`src/rtl/pem_pkg.sv`:
```
// ----------------------------------------------------------------------------
// pem_pkg
// Shared types and constants of the 3x3 Prewitt edge magnitude block.
// ----------------------------------------------------------------------------
package pem_pkg;

    // field widths
    localparam int PIXEL_W     = 32;
    localparam int GRAY_W      = 8;
    localparam int GRAY_SUM_W  = GRAY_W + 2;
    localparam int EDGE_W      = 8;
    localparam int OUT_COL_W   = 11;
    localparam int OUT_ROW_W   = 12;
    localparam int ROW_W       = 12;
    localparam int M_TDATA_W   = 32;

    // configuration port
    localparam int CFG_IDX_W   = 1;
    localparam int CFG_DATA_W  = 13;
    localparam int WIDTH_REG_W = 12;
    localparam int HEIGHT_W    = 13;

    // image size limits and reset values
    localparam int DIM_MIN        = 3;
    localparam int HEIGHT_MAX     = 4096;
    localparam int WIDTH_RESET    = 640;
    localparam int HEIGHT_RESET   = 480;
    localparam int EDGE_MAX       = 255;

    // kernel arithmetic
    localparam int COL_SUM_W   = GRAY_W + 2;
    localparam int GRAD_W      = COL_SUM_W + 1;
    localparam int ABS_W       = COL_SUM_W;
    localparam int TOTAL_W     = ABS_W + 2;

    // configuration register indexes
    typedef enum logic [CFG_IDX_W-1:0] {
        REG_IMAGE_WIDTH  = 1'b0,
        REG_IMAGE_HEIGHT = 1'b1
    } cfg_reg_t;

    // classified pixel word passed from front to back
    typedef struct packed {
        logic                 frame_end;
        logic                 emit;
        logic [OUT_ROW_W-1:0] out_row;
        logic [OUT_COL_W-1:0] out_col;
        logic [GRAY_W-1:0]    gray;
    } pem_tag_t;

    localparam int TAG_W = $bits(pem_tag_t);

endpackage

```
`src/rtl/pem_front.sv`:
```
// ----------------------------------------------------------------------------
// pem_front
// Size registers, raster position counters, gray reduction and result
// classification of each incoming pixel word.
// ----------------------------------------------------------------------------
module pem_front
    import pem_pkg::*;
#(
    parameter int MAX_WIDTH = 2048,
    parameter int CW        = 11
) (
    input  logic                  aclk,
    input  logic                  aresetn,
    // configuration
    input  logic                  cfg_valid,
    output logic                  cfg_ready,
    input  logic [CFG_IDX_W-1:0]  cfg_index,
    input  logic [CFG_DATA_W-1:0] cfg_data,
    // pixel input
    input  logic                  s_tvalid,
    output logic                  s_tready,
    input  logic [PIXEL_W-1:0]    s_tdata,
    // classified word to the queue
    output logic                  tok_valid,
    input  logic                  tok_ready,
    output logic [CW-1:0]         tok_idx,
    output pem_tag_t              tok_tag
);

    // compare width for the column against the row length
    localparam int EW = (CW + 1 > WIDTH_REG_W) ? CW + 1 : WIDTH_REG_W;

    function automatic logic [EW-1:0] sat_width(input logic [WIDTH_REG_W-1:0] v);
        logic [EW-1:0] r;
        if (v < WIDTH_REG_W'(DIM_MIN)) begin
            r = EW'(DIM_MIN);
        end else if (EW'(v) > EW'(MAX_WIDTH)) begin
            r = EW'(MAX_WIDTH);
        end else begin
            r = EW'(v);
        end
        return r;
    endfunction

    function automatic logic [HEIGHT_W-1:0] sat_height(input logic [HEIGHT_W-1:0] v);
        logic [HEIGHT_W-1:0] r;
        if (v < HEIGHT_W'(DIM_MIN)) begin
            r = HEIGHT_W'(DIM_MIN);
        end else if (v > HEIGHT_W'(HEIGHT_MAX)) begin
            r = HEIGHT_W'(HEIGHT_MAX);
        end else begin
            r = v;
        end
        return r;
    endfunction

    logic [EW-1:0]       width_reg;
    logic [HEIGHT_W-1:0] height_reg;
    logic [CW-1:0]       col_reg, col_next;
    logic [ROW_W-1:0]    row_reg, row_next;

    logic                  accept;
    logic [GRAY_SUM_W-1:0] gray_sum;
    logic [EW-1:0]         col_wide;
    logic [HEIGHT_W-1:0]   row_wide;
    logic                  col_last, row_last;

    assign cfg_ready = 1'b1;
    assign s_tready  = tok_ready;
    assign tok_valid = s_tvalid;
    assign accept    = s_tvalid && tok_ready;

    // size registers, kept already clamped to their legal range
    always_ff @(posedge aclk) begin
        if (!aresetn) begin
            width_reg  <= sat_width(WIDTH_REG_W'(WIDTH_RESET));
            height_reg <= sat_height(HEIGHT_W'(HEIGHT_RESET));
        end else if (cfg_valid) begin
            unique case (cfg_index)
                REG_IMAGE_WIDTH:  width_reg  <= sat_width(cfg_data[WIDTH_REG_W-1:0]);
                REG_IMAGE_HEIGHT: height_reg <= sat_height(cfg_data[HEIGHT_W-1:0]);
                default: ;
            endcase
        end
    end

    // gray level and classification of the current word
    always_comb begin
        gray_sum = GRAY_SUM_W'(s_tdata[7:0]) + GRAY_SUM_W'(s_tdata[15:8])
                 + GRAY_SUM_W'(s_tdata[23:16]) + GRAY_SUM_W'(s_tdata[31:24]);
        col_wide = EW'(col_reg);
        row_wide = HEIGHT_W'(row_reg);
        col_last = (col_wide + EW'(1)) >= width_reg;
        row_last = (row_wide + HEIGHT_W'(1)) >= height_reg;

        tok_idx           = col_reg;
        tok_tag.gray      = gray_sum[GRAY_SUM_W-1:2];
        tok_tag.out_col   = OUT_COL_W'(col_reg - CW'(2));
        tok_tag.out_row   = OUT_ROW_W'(row_reg - ROW_W'(2));
        tok_tag.emit      = (col_reg >= CW'(2)) && (row_reg >= ROW_W'(2));
        tok_tag.frame_end = (col_wide == width_reg - EW'(1))
                         && (row_wide == height_reg - HEIGHT_W'(1));
    end

    // raster position of the next pixel
    always_comb begin
        col_next = col_reg;
        row_next = row_reg;
        if (accept) begin
            if (col_last) begin
                col_next = '0;
                row_next = row_last ? '0 : row_reg + ROW_W'(1);
            end else begin
                col_next = col_reg + CW'(1);
            end
        end
    end

    always_ff @(posedge aclk) begin
        if (!aresetn) begin
            col_reg <= '0;
            row_reg <= '0;
        end else begin
            col_reg <= col_next;
            row_reg <= row_next;
        end
    end

endmodule

```
`config.mk`:
```
export PLATFORM = sky130hd
export DESIGN_NAME = pem_front
export DESIGN_NICKNAME = d
export VERILOG_FILES = /design/src/rtl/pem_pkg.sv /design/src/rtl/pem_front.sv
export SDC_FILE = /design/constraint.sdc
export NUM_CORES = 1
export LEC_CHECK = 0
export BUFFER_PORTS_ARGS = -buffer_cell sky130_fd_sc_hd__buf_2
export CAP_MARGIN = 20
export CORE_MARGIN = 3
export CORE_UTILIZATION = 40
export DETAILED_ROUTE_END_ITERATION = 12
export PLACE_DENSITY_LB_ADDON = 0.2
export SLEW_MARGIN = 5
export SYNTH_ARGS = -nofsm -noshare
export SYNTH_HDL_FRONTEND = slang
export SYNTH_SLANG_ARGS = --single-unit
```
`constraint.sdc`:
```
create_clock -name aclk -period 4.8 [get_ports aclk]
set_clock_uncertainty 0.05 [all_clocks]
set_input_delay 0 -clock aclk [delete_from_list [all_inputs] [get_ports aclk]]
set_output_delay 0 -clock aclk [all_outputs]
set_load 0.03 [all_outputs]
```
==> impl_metrics.tcl <==
set metrics [dict create \
    grt_pass1_wl_mm 20.9 \
    r2r_cells 13 \
    synth-edff-count 0 \
    fin_util_pct 47.7 \
    postPlaceCellArea_mm2 0.00528 \
    p_per_area_mw_per_mm2 230 \
    drv_cap 0 \
    yosysTopAreaCell "dfxtp_1" \
    ys_types 64 \
    pwr-share-comb_pct 38.8 \
    post_cts_resized 0 \
    seqPwrFrac_pct 33.3 \
    drive_above_1_share_pct 16.4 \
    start_util_pct 41.8 \
    tns_ns 0 \
    num-nets-final 799 \
    crit_type "register to register" \
    cp-start-kind "register" \
    cts_buffer_depth 2 \
    postRouteAntennaNets 0 \
    yosysTopAreaCellShare_pct 19.8 \
    outcome "finished clean" \
    syn_nets 728 \
    core-area_mm2 0.0116 \
    r2r_setup_slack_ns 0.78 \
    gr-total-overflow 0 \
    rr_startpoint "tok_idx[0]" \
    synth_flop_cell "dfxtp_1" \
    drc 0 \
    postSynthAreaPerCell_um2 7.84 \
    holdPathStages 3 \
    gp_congestion 0.854 \
    vias 4537 \
    syn_to_final_growth_pct 14.1 \
    cts_root_buf "clkbuf_16" \
    nFillCells 1159 \
    slew_violations 0 \
    p_leak_nw 2.59 \
    critPathRequiredTime_ns 4.94 \
    hold_viol_final 0 \
    holdPathEnd "width_reg[11]" \
    via_per_inst 5.44 \
    grt_max_degree 32 \
    cts-buffers-inserted 5 \
    critPathMaxFanout 10 \
    fmaxAchievable_mhz 249 \
    min-delay-start "cfg_data[11]" \
    row_count 39 \
    ff_latch_area_um2 961 \
    switchingPower_mw 0.486 \
    wire_per_inst_um 15.0 \
    startpoint "tok_idx[0]" \
    period_needed_ns 4.02 \
    yosysWarnings 0 \
    rr_endpoint "row_reg[9]" \
    die_y_um 116 \
    synthMostInstantiatedCell "inv_1" \
    initialDrtViolationCount 207 \
    cts_htree_levels 2 \
    grt_usage_pct 19.1 \
    sw_frac_of_total_pct 38.1 \
    io_buffer_count 96 \
    cts_tree "built" \
    synth_common_cells "85 x inv_1, 48 x dfxtp_1, 47 x nor2_1" \
    largest_reg_flops 13 \
    drtPass1Iterations 5 \
    synth_area_mm2 0.00485 \
    setup_violations 0 \
    multi_input_area_mm2 0.00333 \
    yosysSeqAreaShare_pct 19.8 \
    hold_path.class "input pin to register" \
    syn-instance-count 619 \
    p_clk_share_pct 27.9 \
    finalCritPeriodShare_pct 83.8 \
    rsz0062_at_grt "no" \
    die_w_um 116 \
    dpl.hpwl_mm 10.1 \
    peakVddDrop_v 0.000150 \
    pin_count 98 \
    diodes 0 \
    end_kind "register" \
    cts_sinks 48 \
    grt_pass1_vias 4364 \
    stdcell_area_mm2 0.00554 \
    cp_data_arrival_time_ns 4.17 \
    synth_area_leaders "dfxtp_1 20%, ha_1 11%, fa_1 6.6%" \
    worst_pin_slew_ns 1.08 \
    total_power_mw 1.27 \
    synthArstFlopShare_pct 0 \
    postCtsSetupBuffers 0 \
    synth_seq_cells 48 \
    clkTransAtPathRegs_ns 0.07 \
    max_slew_margin_pct 26.3 \
    wirelength_mm 12.5 \
    dieArea_mm2 0.0135 \
    antenna_found_initial 0 \
    p_int_mw 0.788 \
    clkLatencyLatePin_ns 0.29 \
]
-- cell usage in the layout (no fill, tap or decap), types with 3 or more instances in the layout --
cell type	count
buf_2	96
inv_1	85
dfxtp_1	48
nor2_1	47
ha_1	42
nand2_1	36
a21oi_1	36
xor2_1	34
xnor2_1	30
nor3_1	20
nand3_1	17
fa_1	16
nand4_1	14
o21ai_0	13
and3_1	11
dlygate4sd3_1	11
nand2b_1	9
mux2i_1	8
a22oi_1	8
nor4_1	7
a211oi_1	7
a221o_1	7
a31oi_1	7
o211ai_1	6
nor3b_1	6
o211a_1	5
clkbuf_16	5
or4_1	4
a21o_1	4
o21a_1	4
nand3b_1	4
o22ai_1	4
a32o_1	4
a2111oi_0	3
-- worst max-delay path, cell delays in order, from the launching register on --
cell and delay [ns]:
dfxtp_1 0.48, ha_1 0.29, inv_1 0.08, nor3_1 0.30, and3_1 0.31, nand3_1 0.12
xnor2_1 0.16, ha_1 0.32, nand4_1 0.12, nor2_1 0.13, a31oi_1 0.22, a21oi_1 0.80
nand2_1 0.27, o41ai_1 0.28
-- per-layer routing --
metal  up-vias  GRT usage (%)  wire (um)
li1       2262              -          -
met5         -              0          0
met2       109           33.1       6240
met3        16           2.44        413
met1      2150           25.2       5680
met4         0           4.72        196
-- stage by stage --
| stage | hold WS [ns] | setup slack [ns] | instances |
|---|---|---|---|
| 2_1_floorplan | 0.0717 | 1.30 | 619 |
| 3_3_place_gp | 0.223 | 1.02 | 815 |
| 3_5_place_dp | 0.225 | 0.846 | 815 |
| 4_1_cts | 0.0352 | 0.802 | 834 |
| 5_1_grt | 0.0943 | 0.480 | 834 |
| 6_report | 0.0378 | 0.779 | 834 |
-- worst max-delay path by stage --
stage / depth (start not counted) / endpoint / slack [ns]
after floorplan: 14 / row_reg[9] / 1.30
after global placement: 13 / row_reg[9] / 1.02
after detailed placement: 13 / row_reg[9] / 0.85
after CTS: 13 / row_reg[9] / 0.80
after global routing: 13 / row_reg[9] / 0.48
final: 13 / row_reg[9] / 0.78
-- layout make-up --
class / count / area share [%]
well taps: 143 / 3.23
clock inverters: 3 / 0.407
repair buffers: 108 / 10.8
multi-input cells: 442 / 60.2
clock buffers: 5 / 2.26
inverters: 85 / 5.76
flip-flops and latches: 48 / 17.4
-- power groups by stage --
stage / registers [mW] / clock network [mW] / logic, mW
after detailed placement: 0.434 / 0 / 0.490
after global routing: 0.426 / 0.379 / 0.548
after global placement: 0.433 / 0 / 0.481
after CTS: 0.424 / 0.360 / 0.500
after floorplan: 0.427 / 0 / 0.370
final: 0.424 / 0.356 / 0.494
-- repair_timing --
item                       4_1_cts  5_1_grt
setup endpoints to repair        0        0
hold endpoints to repair        18        0
hold buffers                    11        0
-- cell families after synthesis --
family	Yosys count	share of synthesized area, %
other cells	1	0.0773
compound gates	122	17.5
xor+xnor	64	11.6
mux	8	1.65
buf+inv	129	11.6
fa+ha+maj	58	17.4
simple gates	189	20.4
flops	48	19.8
Power figures use the tool's default switching activity.
