## src/rtl/pem_pkg.sv

```systemverilog
// ----------------------------------------------------------------------------
// pem_pkg
// Shared types and constants of the 3x3 Prewitt edge magnitude block.
// ----------------------------------------------------------------------------
package pem_pkg;

    // field widths
    localparam int PIXEL_W     = 32;
    localparam int GRAY_W      = 8;
    localparam int GRAY_SUM_W  = GRAY_W + 2;
    localparam int EDGE_W      = 8;
    localparam int OUT_COL_W   = 11;
    localparam int OUT_ROW_W   = 12;
    localparam int ROW_W       = 12;
    localparam int M_TDATA_W   = 32;

    // configuration port
    localparam int CFG_IDX_W   = 1;
    localparam int CFG_DATA_W  = 13;
    localparam int WIDTH_REG_W = 12;
    localparam int HEIGHT_W    = 13;

    // image size limits and reset values
    localparam int DIM_MIN        = 3;
    localparam int HEIGHT_MAX     = 4096;
    localparam int WIDTH_RESET    = 640;
    localparam int HEIGHT_RESET   = 480;
    localparam int EDGE_MAX       = 255;

    // kernel arithmetic
    localparam int COL_SUM_W   = GRAY_W + 2;
    localparam int GRAD_W      = COL_SUM_W + 1;
    localparam int ABS_W       = COL_SUM_W;
    localparam int TOTAL_W     = ABS_W + 2;

    // configuration register indexes
    typedef enum logic [CFG_IDX_W-1:0] {
        REG_IMAGE_WIDTH  = 1'b0,
        REG_IMAGE_HEIGHT = 1'b1
    } cfg_reg_t;

    // classified pixel word passed from front to back
    typedef struct packed {
        logic                 frame_end;
        logic                 emit;
        logic [OUT_ROW_W-1:0] out_row;
        logic [OUT_COL_W-1:0] out_col;
        logic [GRAY_W-1:0]    gray;
    } pem_tag_t;

    localparam int TAG_W = $bits(pem_tag_t);

endpackage

```

## src/rtl/pem_queue.sv

```systemverilog
// ----------------------------------------------------------------------------
// pem_queue
// Short register queue between the front and the back of the block.
// ----------------------------------------------------------------------------
module pem_queue
    import pem_pkg::*;
#(
    parameter int DATA_W = 32,
    parameter int DEPTH  = 4
) (
    input  logic              aclk,
    input  logic              aresetn,
    input  logic              in_valid,
    output logic              in_ready,
    input  logic [DATA_W-1:0] in_data,
    output logic              out_valid,
    input  logic              out_pop,
    output logic [DATA_W-1:0] out_data
);

    localparam int AW = (DEPTH > 1) ? $clog2(DEPTH) : 1;
    localparam int NW = $clog2(DEPTH + 1);

    logic [DATA_W-1:0] slot_reg [DEPTH];
    logic [AW-1:0]     wr_ptr_reg, wr_ptr_next;
    logic [AW-1:0]     rd_ptr_reg, rd_ptr_next;
    logic [NW-1:0]     count_reg, count_next;
    logic              push, pop;

    assign in_ready  = (count_reg != NW'(DEPTH));
    assign out_valid = (count_reg != '0);
    assign out_data  = slot_reg[rd_ptr_reg];
    assign push      = in_valid && in_ready;
    assign pop       = out_pop && out_valid;

    // pointer and fill count update
    always_comb begin
        wr_ptr_next = wr_ptr_reg;
        rd_ptr_next = rd_ptr_reg;
        count_next  = count_reg;
        if (push) begin
            wr_ptr_next = (wr_ptr_reg == AW'(DEPTH - 1)) ? '0 : wr_ptr_reg + AW'(1);
        end
        if (pop) begin
            rd_ptr_next = (rd_ptr_reg == AW'(DEPTH - 1)) ? '0 : rd_ptr_reg + AW'(1);
        end
        if (push && !pop) begin
            count_next = count_reg + NW'(1);
        end else if (pop && !push) begin
            count_next = count_reg - NW'(1);
        end
    end

    always_ff @(posedge aclk) begin
        if (!aresetn) begin
            wr_ptr_reg <= '0;
            rd_ptr_reg <= '0;
            count_reg  <= '0;
        end else begin
            wr_ptr_reg <= wr_ptr_next;
            rd_ptr_reg <= rd_ptr_next;
            count_reg  <= count_next;
        end
    end

    // storage
    always_ff @(posedge aclk) begin
        if (push) begin
            slot_reg[wr_ptr_reg] <= in_data;
        end
    end

endmodule

```

## config.mk

```make
export PLATFORM = sky130hd
export DESIGN_NAME = pem_queue
export DESIGN_NICKNAME = d
export VERILOG_FILES = /design/src/rtl/pem_pkg.sv /design/src/rtl/pem_queue.sv
export SDC_FILE = /design/constraint.sdc
export NUM_CORES = 1
export LEC_CHECK = 0
export BUFFER_PORTS_ARGS = -buffer_cell sky130_fd_sc_hd__buf_2
export CORE_UTILIZATION = 55
export CTS_BUF_LIST = sky130_fd_sc_hd__clkbuf_2
export CTS_CLUSTER_DIAMETER = 80
export CTS_CLUSTER_SIZE = 40
export DETAILED_ROUTE_END_ITERATION = 8
export PLACE_DENSITY = 0.76
export SLEW_MARGIN = 20
export SYNTH_ARGS = -nofsm -noshare
export SYNTH_HDL_FRONTEND = slang
export SYNTH_SLANG_ARGS = --single-unit
```

## constraint.sdc

```tcl
create_clock -name aclk -period 3.5 [get_ports aclk]
set_input_delay 0.175 -clock aclk [delete_from_list [all_inputs] [get_ports aclk]]
set_output_delay 0.175 -clock aclk [all_outputs]
set_load 0.05 [all_outputs]
```

==> results.toml, run 1 <==
[cells_and_area]
fillCellCount = 582
drive_gt1_share_pct = 40.2
layout.cells.most_common = "edfxtp_1"
final_util_pct = 69.8
post-route-cell-area_um2 = 6170
most-common-layout-cells = "edfxtp_1 (128), buf_2 (69), dlygate4sd3_1 (37)"
areaGrowthSynthToFinish_pct = 21.1
largest_reg_flops = 128
diodes = 0
regArea_um2 = 4030
nets = 378
multi_input_area_um2 = 1010

[global_routing]
grt_max_degree = 33
grt_pass1_wl_um = 13000
antenna_found_initial = 0
gr-total-overflow = 0
grt_use_total_pct = 18.9
grt_pass1_vias = 2658

[detailed_routing]
drc_errors = 6
wirelength_um = 8360
via_count = 2468
viasPerCell = 5.41
first_pass_iters = 8
antenna_left = 0
wl_per_cell_um = 18.3
met2WireLength_um = 4370
wl_met3_um = 421
top_layer_used = "met4"
drt_iter0_markers = 113
m1WireLength_um = 3440

[synthesis]
synth_fp_nets = 261
avgSynthCellArea_um2 = 23.4
synth_compound_area_share_pct = 0.688
synth_warnings = 0
ys_seq_area_share_pct = 79.0
ys_ff_latch = 137
syn_inst = 218
synthXorXnorAreaFrac_pct = 0.344
synth_top_family_by_area = "multiplexers"
synthAdderAreaFrac_pct = 1.87
synth_cell_types = 28
syn_area_um2 = 5090
muxShareOfSynthArea_pct = 14.5
yosys.area_share.simple_pct = 2.31

[pwr]
ir_worst_vdd_uv = 559
power.leakage_nw = 2.14
power.density_nw_per_um2 = 735

[timing]
maxSlewViolCount = 0
max_freq_ghz = 0.394
slew_headroom_pct = 41.7
finalCritPeriodShare_pct = 72.5
tns_ns = 0
min_period_ns = 2.54
rsz0062_at_grt = "no"
fin_hold_ws_ns = 0.267
layout_setup_ws_ns = 0.964
finalClockSkew_ns = 0.0273
hold_viol_final = 0
worst_pin_slew_ns = 0.875
setup_viol = 0

[critical_path]
critical_path_arrival_ns = 3.10
start_kind = "flip-flop"
rr_startpoint = "count_reg[0]"
reg2reg_to = "count_reg[2]"
r2r_slack_ns = 0.96
crit_start = "count_reg[0]"
cp_max_fo = 5
crit_required_ns = 4.06
criticalPathCategory = "flip-flop to flip-flop"
r2r_cells = 7
worstSetupEndpointType = "flip-flop"

[status]
violations = "DRC"
status = "finished with violations"

[placed_design]
post-dp-hpwl_um = 4610
pre_cts_ws_ns = 1.06
portBuffers = 69
placed_area_um2 = 5530
gp_congestion = 0.752

[floorplan]
start_util_pct = 57.6
io_pins = 70
core_um2 = 8850
die_x_um = 98.2
core.rowCount = 34
die_area_um2 = 9650
fp.dieH_um = 98.2

[clocking]
cts_made_buffers = 17
clk_path_buf_depth = 2
ctsResizeCount = 0
cts-root-buf = "clkbuf_2"
cts.sinks = 137
cts_tree = "done"
cts_setup_buffers = 0
clkTransAtPathRegs_ns = 0.22
h-tree-depth = 4
clk_latency_ns = 0.64
hold_buffers = 37

[job]
cap_violations = 0

[min_path]
hold_class = "input pin to flip-flop"
hold_start = "in_data[11]"
hold_path_depth = 2
whs_endpoint = "slot_reg[2][11]"
==> logic make-up (layout without fill, tap and decap cells) <==
family	Yosys count	in the layout
flops	137	137
mux	34	34
compound gates	6	6
simple gates	20	20
fa+ha+maj	7	7
buf+inv	12	142
xor+xnor	2	2
==> routing by layer <==
| metal | global-route usage (%) | vias up |
|---|---|---|
| met3 | 6.16 | 10 |
| li1 | - | 1148 |
| met5 | 0 | - |
| met4 | 8.38 | 0 |
| met2 | 32.0 | 69 |
| met1 | 22.2 | 1241 |
==> worst max-delay path: stages (launching register included) <==
cell      delay (ns)
dfxtp_1         0.40
o31ai_1         0.58
ha_1            0.31
inv_1           0.06
fa_1            0.38
xor2_1          0.19
or3_2           0.40
a21boi_0        0.17
==> worst max path at each step <==
| stage | to | slack, ns |
|---|---|---|
| after floorplan | count_reg[2] | 1.27 |
| after global placement | count_reg[2] | 1.20 |
| after detailed placement | count_reg[2] | 1.06 |
| after CTS | out_data[1] | 0.88 |
| after global routing | count_reg[2] | 0.71 |
| final | count_reg[2] | 0.96 |
==> cells in the mapped netlist, drive strengths merged <==
master,number,share of area [%]
o21ai,4,0.39
mux2i,2,0.39
or3,2,0.29
and3,4,0.59
fa,1,0.39
buf,8,0.98
a21boi,1,0.15
o31ai,1,0.15
nor2b,1,0.12
mux4,32,14
nand3,2,0.20
clkbuf,1,0.074
edfxtp,128,75
nor2,2,0.15
ha,6,1.5
xnor2,1,0.17
or3b,1,0.17
xor2,1,0.17
and2,2,0.29
nand2,5,0.37
dfxtp,9,3.5
inv,3,0.22
nand4,1,0.12
==> report_power, final <==
group,switching (mW),leakage [nW],internal [mW]
Sequential,0.0870,1.25,1.99
Combinational,0.983,0.741,0.479
Clock,0.536,0.149,0.462
==> final cells by class <==
type,instances,share of cell area (%)
repair buffers,107,11.7
multi-input cells,69,16.3
clock inverters,14,2.92
flip-flops and latches,137,65.2
inverters,3,0.182
clock buffers,18,1.46
well taps,108,2.19
==> through the flow <==
stage | std cells | power, mW
2_1_floorplan | 218 | 3.26
3_3_place_gp | 387 | 3.53
3_5_place_dp | 387 | 3.55
4_1_cts | 456 | 4.58
5_1_grt | 456 | 4.73
6_report | 456 | 4.54
No activity file was read; power rests on OpenSTA's default activity.
==> run 2: changes to the inputs <==
CORE_UTILIZATION = 53   (was 55)
clock period = 2.2 ns   (was 3.5 ns; I/O delays follow)
==> results.toml, run 2 (same netlist as run 1, synthesis figures left out) <==
[min_path]
hold_class = "input pin to flip-flop"
hold_path_depth = 2
hold_start = "in_data[23]"
whs_endpoint = "slot_reg[3][23]"

[placed_design]
placed_area_um2 = 5600
portBuffers = 69
gp_congestion = 0.718
dp_cells = 413
post-dp-hpwl_um = 4850
pre_cts_ws_ns = -0.00378

[timing]
max_freq_ghz = 0.466
rsz0062_at_grt = "yes"
maxSlewViolCount = 0
slew_headroom_pct = 41.9
hold_viol_final = 0
min_period_ns = 2.14
finalCritPeriodShare_pct = 97.5
tns_ns = 0
finalClockSkew_ns = 0.0466
setup_viol = 0
fin_hold_ws_ns = 0.197
layout_setup_ws_ns = 0.0556
worst_pin_slew_ns = 0.872

[clocking]
cts_setup_buffers = 0
cts.sinks = 137
cts-root-buf = "clkbuf_2"
clkTransAtPathRegs_ns = 0.21
h-tree-depth = 4
clk_latency_ns = 0.65
cts_made_buffers = 17
clk_path_buf_depth = 2
cts_tree = "done"

[pwr]
total_power_mw = 7.56
ir_worst_vdd_uv = 607
power.leakage_nw = 2.21
power.density_nw_per_um2 = 1170

[critical_path]
criticalPathCategory = "flip-flop to flip-flop"
r2r_cells = 8
rr_startpoint = "count_reg[1]"
reg2reg_to = "count_reg[2]"
r2r_slack_ns = 0.06
cp_max_fo = 5
worstSetupEndpointType = "flip-flop"
crit_required_ns = 2.79
critical_path_arrival_ns = 2.73
start_kind = "flip-flop"

[detailed_routing]
wl_per_cell_um = 18.5
via_count = 2555
wirelength_um = 8900
antenna_left = 0
drt_iter0_markers = 97
first_pass_iters = 4
viasPerCell = 5.30
drc_errors = 0

[cells_and_area]
layout.cells.most_common = "edfxtp_1"
post-route-cell-area_um2 = 6450
final_util_pct = 69.5
drive_gt1_share_pct = 43.9
largest_reg_flops = 128
areaGrowthSynthToFinish_pct = 26.6
most-common-layout-cells = "edfxtp_1 (128), buf_2 (37), dlygate4sd3_1 (36)"
diodes = 0
finalNonFillerCells = 482
nets = 383

[floorplan]
die_x_um = 100
core_um2 = 9280
start_util_pct = 54.9
core.rowCount = 35
fp.dieH_um = 100
io_pins = 70
die_area_um2 = 10000

[global_routing]
antenna_found_initial = 0
gr-total-overflow = 0
grt_pass1_wl_um = 13000
grt_max_degree = 33
grt_pass1_vias = 2621
grt_use_total_pct = 18.3

[job]
cap_violations = 0

[status]
status = "finished clean"
==> run 2: changes by cell type in the layout (fill, tap and decap cells not counted), moves of 3 or more <==
cell | previous run | this run
buf_4 | 1 | 13
dfxtp_4 | 0 | 5
buf_2 | 69 | 37
buf_6 | 0 | 23
dfxtp_1 | 7 | 4
==> run 2: timing repair <==
item,CTS,global route
gates cloned,0,1
resized for setup,4,101
hold endpoints to repair,137,0
endpoints found under the setup margin,32,33
hold buffers,36,0
==> run 2: worst max path at each step <==
| stage | startpoint | endpoint | slack (ns) |
|---|---|---|---|
| 4_1_cts | flip-flop | out_data[11] | -0.06 |
| 2_1_floorplan | count_reg[1] | count_reg[2] | 0.01 |
| 5_1_grt | flip-flop | out_data[8] | -0.02 |
| 3_5_place_dp | count_reg[1] | count_reg[2] | -0.004 |
| 3_3_place_gp | count_reg[1] | count_reg[2] | 0.12 |
| 6_report | count_reg[1] | count_reg[2] | 0.06 |
==> run 2: critical path, stage by stage, from the launching register on <==
cell and delay, ns:
dfxtp_4 0.42, or3b_1 0.40, and2_4 0.19, ha_2 0.20, inv_1 0.07, fa_2 0.19
xor2_1 0.06, or3_2 0.42, a21boi_2 0.14
==> run 2: layer usage <==
layer / GRT usage (%) / wire length [µm]
met2: 31.6 / 4710
met3: 5.57 / 464
met1: 21.8 / 3650
met5: 0 / 0
met4: 7.13 / 78
==> run 2: final cells by class <==
| cell class | instances | area [µm²] |
|---|---|---|
| clock buffers | 18 | 90.1 |
| clock inverters | 14 | 150 |
| fillers | 606 | 2830 |
| inverters | 3 | 11.3 |
| multi-input cells | 69 | 1030 |
| flip-flops and latches | 137 | 4040 |
| well taps | 129 | 161 |
| repair buffers | 112 | 967 |
==> run 2: report_power, final <==
part | leakage, nW | total [mW] | internal, mW | switching [mW]
clock | 0.131 | 1.44 | 0.528 | 0.909
sequential | 1.25 | 3.34 | 3.19 | 0.147
combinational | 0.834 | 2.79 | 1.13 | 1.66
total | 2.21 | 7.56 | 4.84 | 2.72
==> run 3: changes to the inputs <==
ABC_AREA = 1   (was unset)
CORE_UTILIZATION = 54   (was 53)
PLACE_DENSITY = 0.77   (was 0.76)
==> results.toml, run 3 <==
[status]
status = "finished clean"

[timing]
hold_viol_final = 0
finalCritPeriodShare_pct = 93.0
finalClockSkew_ns = 0.0312
setup_viol = 0
max_freq_ghz = 0.489
rsz0062_at_grt = "no"
worst_pin_slew_ns = 0.400
maxSlewViolCount = 0
min_period_ns = 2.05
slew_headroom_pct = 73.3

[min_path]
hold_class = "input pin to flip-flop"
hold_start = "in_data[13]"

[synthesis]
syn_area_um2 = 5270
synth_edf_count = 128
synth_warnings = 0
yosys.area.top_type = "edfxtp_1"
synth_top_area_share_pct = 72.9
avgSynthCellArea_um2 = 13.9
ys_seq_area_share_pct = 76.4
yosysMostFrequentCell = "edfxtp_1"
synth_area_leaders = "edfxtp_1 (73%), nor2_1 (5.8%), o22ai_1 (3.8%), o21ai_0 (3.6%), dfxtp_1 (3.4%)"
ys_ff_latch = 137
ys.flop_type = "edfxtp_1"
syn_inst = 379
async_reset_ff_share_pct = 0
synth_cell_types = 21
synthTopCellsByCount = "edfxtp_1 (128), nor2_1 (81), o21ai_0 (38), o22ai_1 (32), o21ai_1 (28)"
synth_fp_nets = 422

[detailed_routing]
first_pass_iters = 4
drt_iter0_markers = 220
wl_per_cell_um = 16.5
drc_errors = 0
antenna_left = 0
via_count = 3442
wirelength_um = 10600
viasPerCell = 5.36

[clocking]
cts_made_buffers = 17
h-tree-depth = 4
clk_latency_ns = 0.65
cts-root-buf = "clkbuf_2"
clkTransAtPathRegs_ns = 0.21
cts.sinks = 137
clk_path_buf_depth = 2
cts_tree = "done"

[pwr]
p_seq_share_pct = 40.8
swShare_pct = 43.1
power_frac_clock_pct = 17.6
p_switching_mw = 3.50
combinationalPowerShare_pct = 41.7
ir_worst_vdd_uv = 649
total_power_mw = 8.12
intPower_mw = 4.62
power.leakage_nw = 2.38
power.density_nw_per_um2 = 1250

[critical_path]
critical_path_arrival_ns = 1.94
criticalPathCategory = "flip-flop to output port"
worstSetupEndpointType = "output port"
rr_startpoint = "count_reg[1]"
crit_family = "buffers and inverters"
start_kind = "flip-flop"
cp_max_fo = 18
path_buf_inv = 2
cpPeakStageDelay_ns = 0.45
slowest_stage = "dfxtp_4"
crit_required_ns = 2.09
crit_chain = "buf_4 -> o21ai_0 -> o22ai_1 -> buf_2"

[placed_design]
gp_congestion = 0.751
post-dp-hpwl_um = 6070
dp_cells = 572
portBuffers = 69

[global_routing]
gr-total-overflow = 0
grt_pass1_wl_um = 16100
grt_pass1_vias = 3385
antenna_found_initial = 0
grt_use_total_pct = 21.9
grt_max_degree = 65

[floorplan]
start_util_pct = 56.5
core_um2 = 9330
fp.dieH_um = 101
core.rowCount = 35
die_area_um2 = 10200
io_pins = 70
die_x_um = 101

[job]
cap_violations = 0

[cells_and_area]
drive_gt1_share_pct = 24.2
final_util_pct = 69.4
largest_reg_flops = 128
finalNonFillerCells = 642
diodes = 0
layout.cells.most_common = "edfxtp_1"
areaGrowthSynthToFinish_pct = 22.9
most-common-layout-cells = "edfxtp_1 (128), nor2_1 (77), buf_2 (60)"
nets = 543
[run 3: path summary, 6_finish.rpt]
kind,end,depth (start not counted),slack (ns)
max reg2reg,count_reg[1],9,0.38
min reg2reg,count_reg[0],2,0.54
min,slot_reg[1][13],2,0.19
max,out_data[28],4,0.15
[run 3: layout make-up]
cell class,instances,area [µm²]
Clock inverter,14,149
Timing Repair Buffer,121,903
Multi-Input combinational cell,206,1050
Clock buffer,18,90.1
Fill cell,642,2850
Tap cell,129,161
Sequential cell,137,4030
Inverter,17,92.6
[run 3: cells by family after synthesis]
family	Yosys count	share of synthesized area (%)
adder cells (fa/ha/maj)	7	1.80
AND/OR/NAND/NOR	99	7.24
AO/OA/AOI/OAI	100	10.3
flip-flops	137	76.4
buffers and inverters	36	4.34
[run 3: metrics by stage]
stage	TNS, ns	area (µm²)	hold slack [ns]	setup WS, ns
after floorplan	-14.94	5280	0.209	-0.117
final	0	6470	0.192	0.154
after global placement	0	5770	0.321	0.503
after global routing	0	6470	0.129	0.00865
after detailed placement	0	5770	0.327	0.422
after CTS	0	6390	0.148	0.0109
[run 3: power groups by stage]
stage | registers [mW] | clock network, mW | logic (mW)
final | 3.31 | 1.43 | 3.38
after global routing | 3.34 | 1.58 | 3.61
after CTS | 3.31 | 1.46 | 3.27
after detailed placement | 3.36 | 0 | 3.16
after global placement | 3.35 | 0 | 3.09
after floorplan | 3.32 | 0 | 2.47
[run 3: repair_timing]
action,4_1_cts,5_1_grt
pin swaps,0,0
setup endpoints to repair,24,29
buffers inserted,0,1
gates cloned,0,1
gates resized for setup,7,16
endpoints found under the hold margin,137,0
hold buffers,36,0
[run 3: metal layers]
| metal | up-vias | GRT usage, % | share of wire (%) |
|---|---|---|---|
| li1 | 1641 | - | - |
| met1 | 1672 | 26.1 | 40 |
| met2 | 116 | 38.7 | 53 |
| met3 | 13 | 5.34 | 4.9 |
| met4 | 0 | 7.80 | 1.3 |
| met5 | - | 0 | 0 |
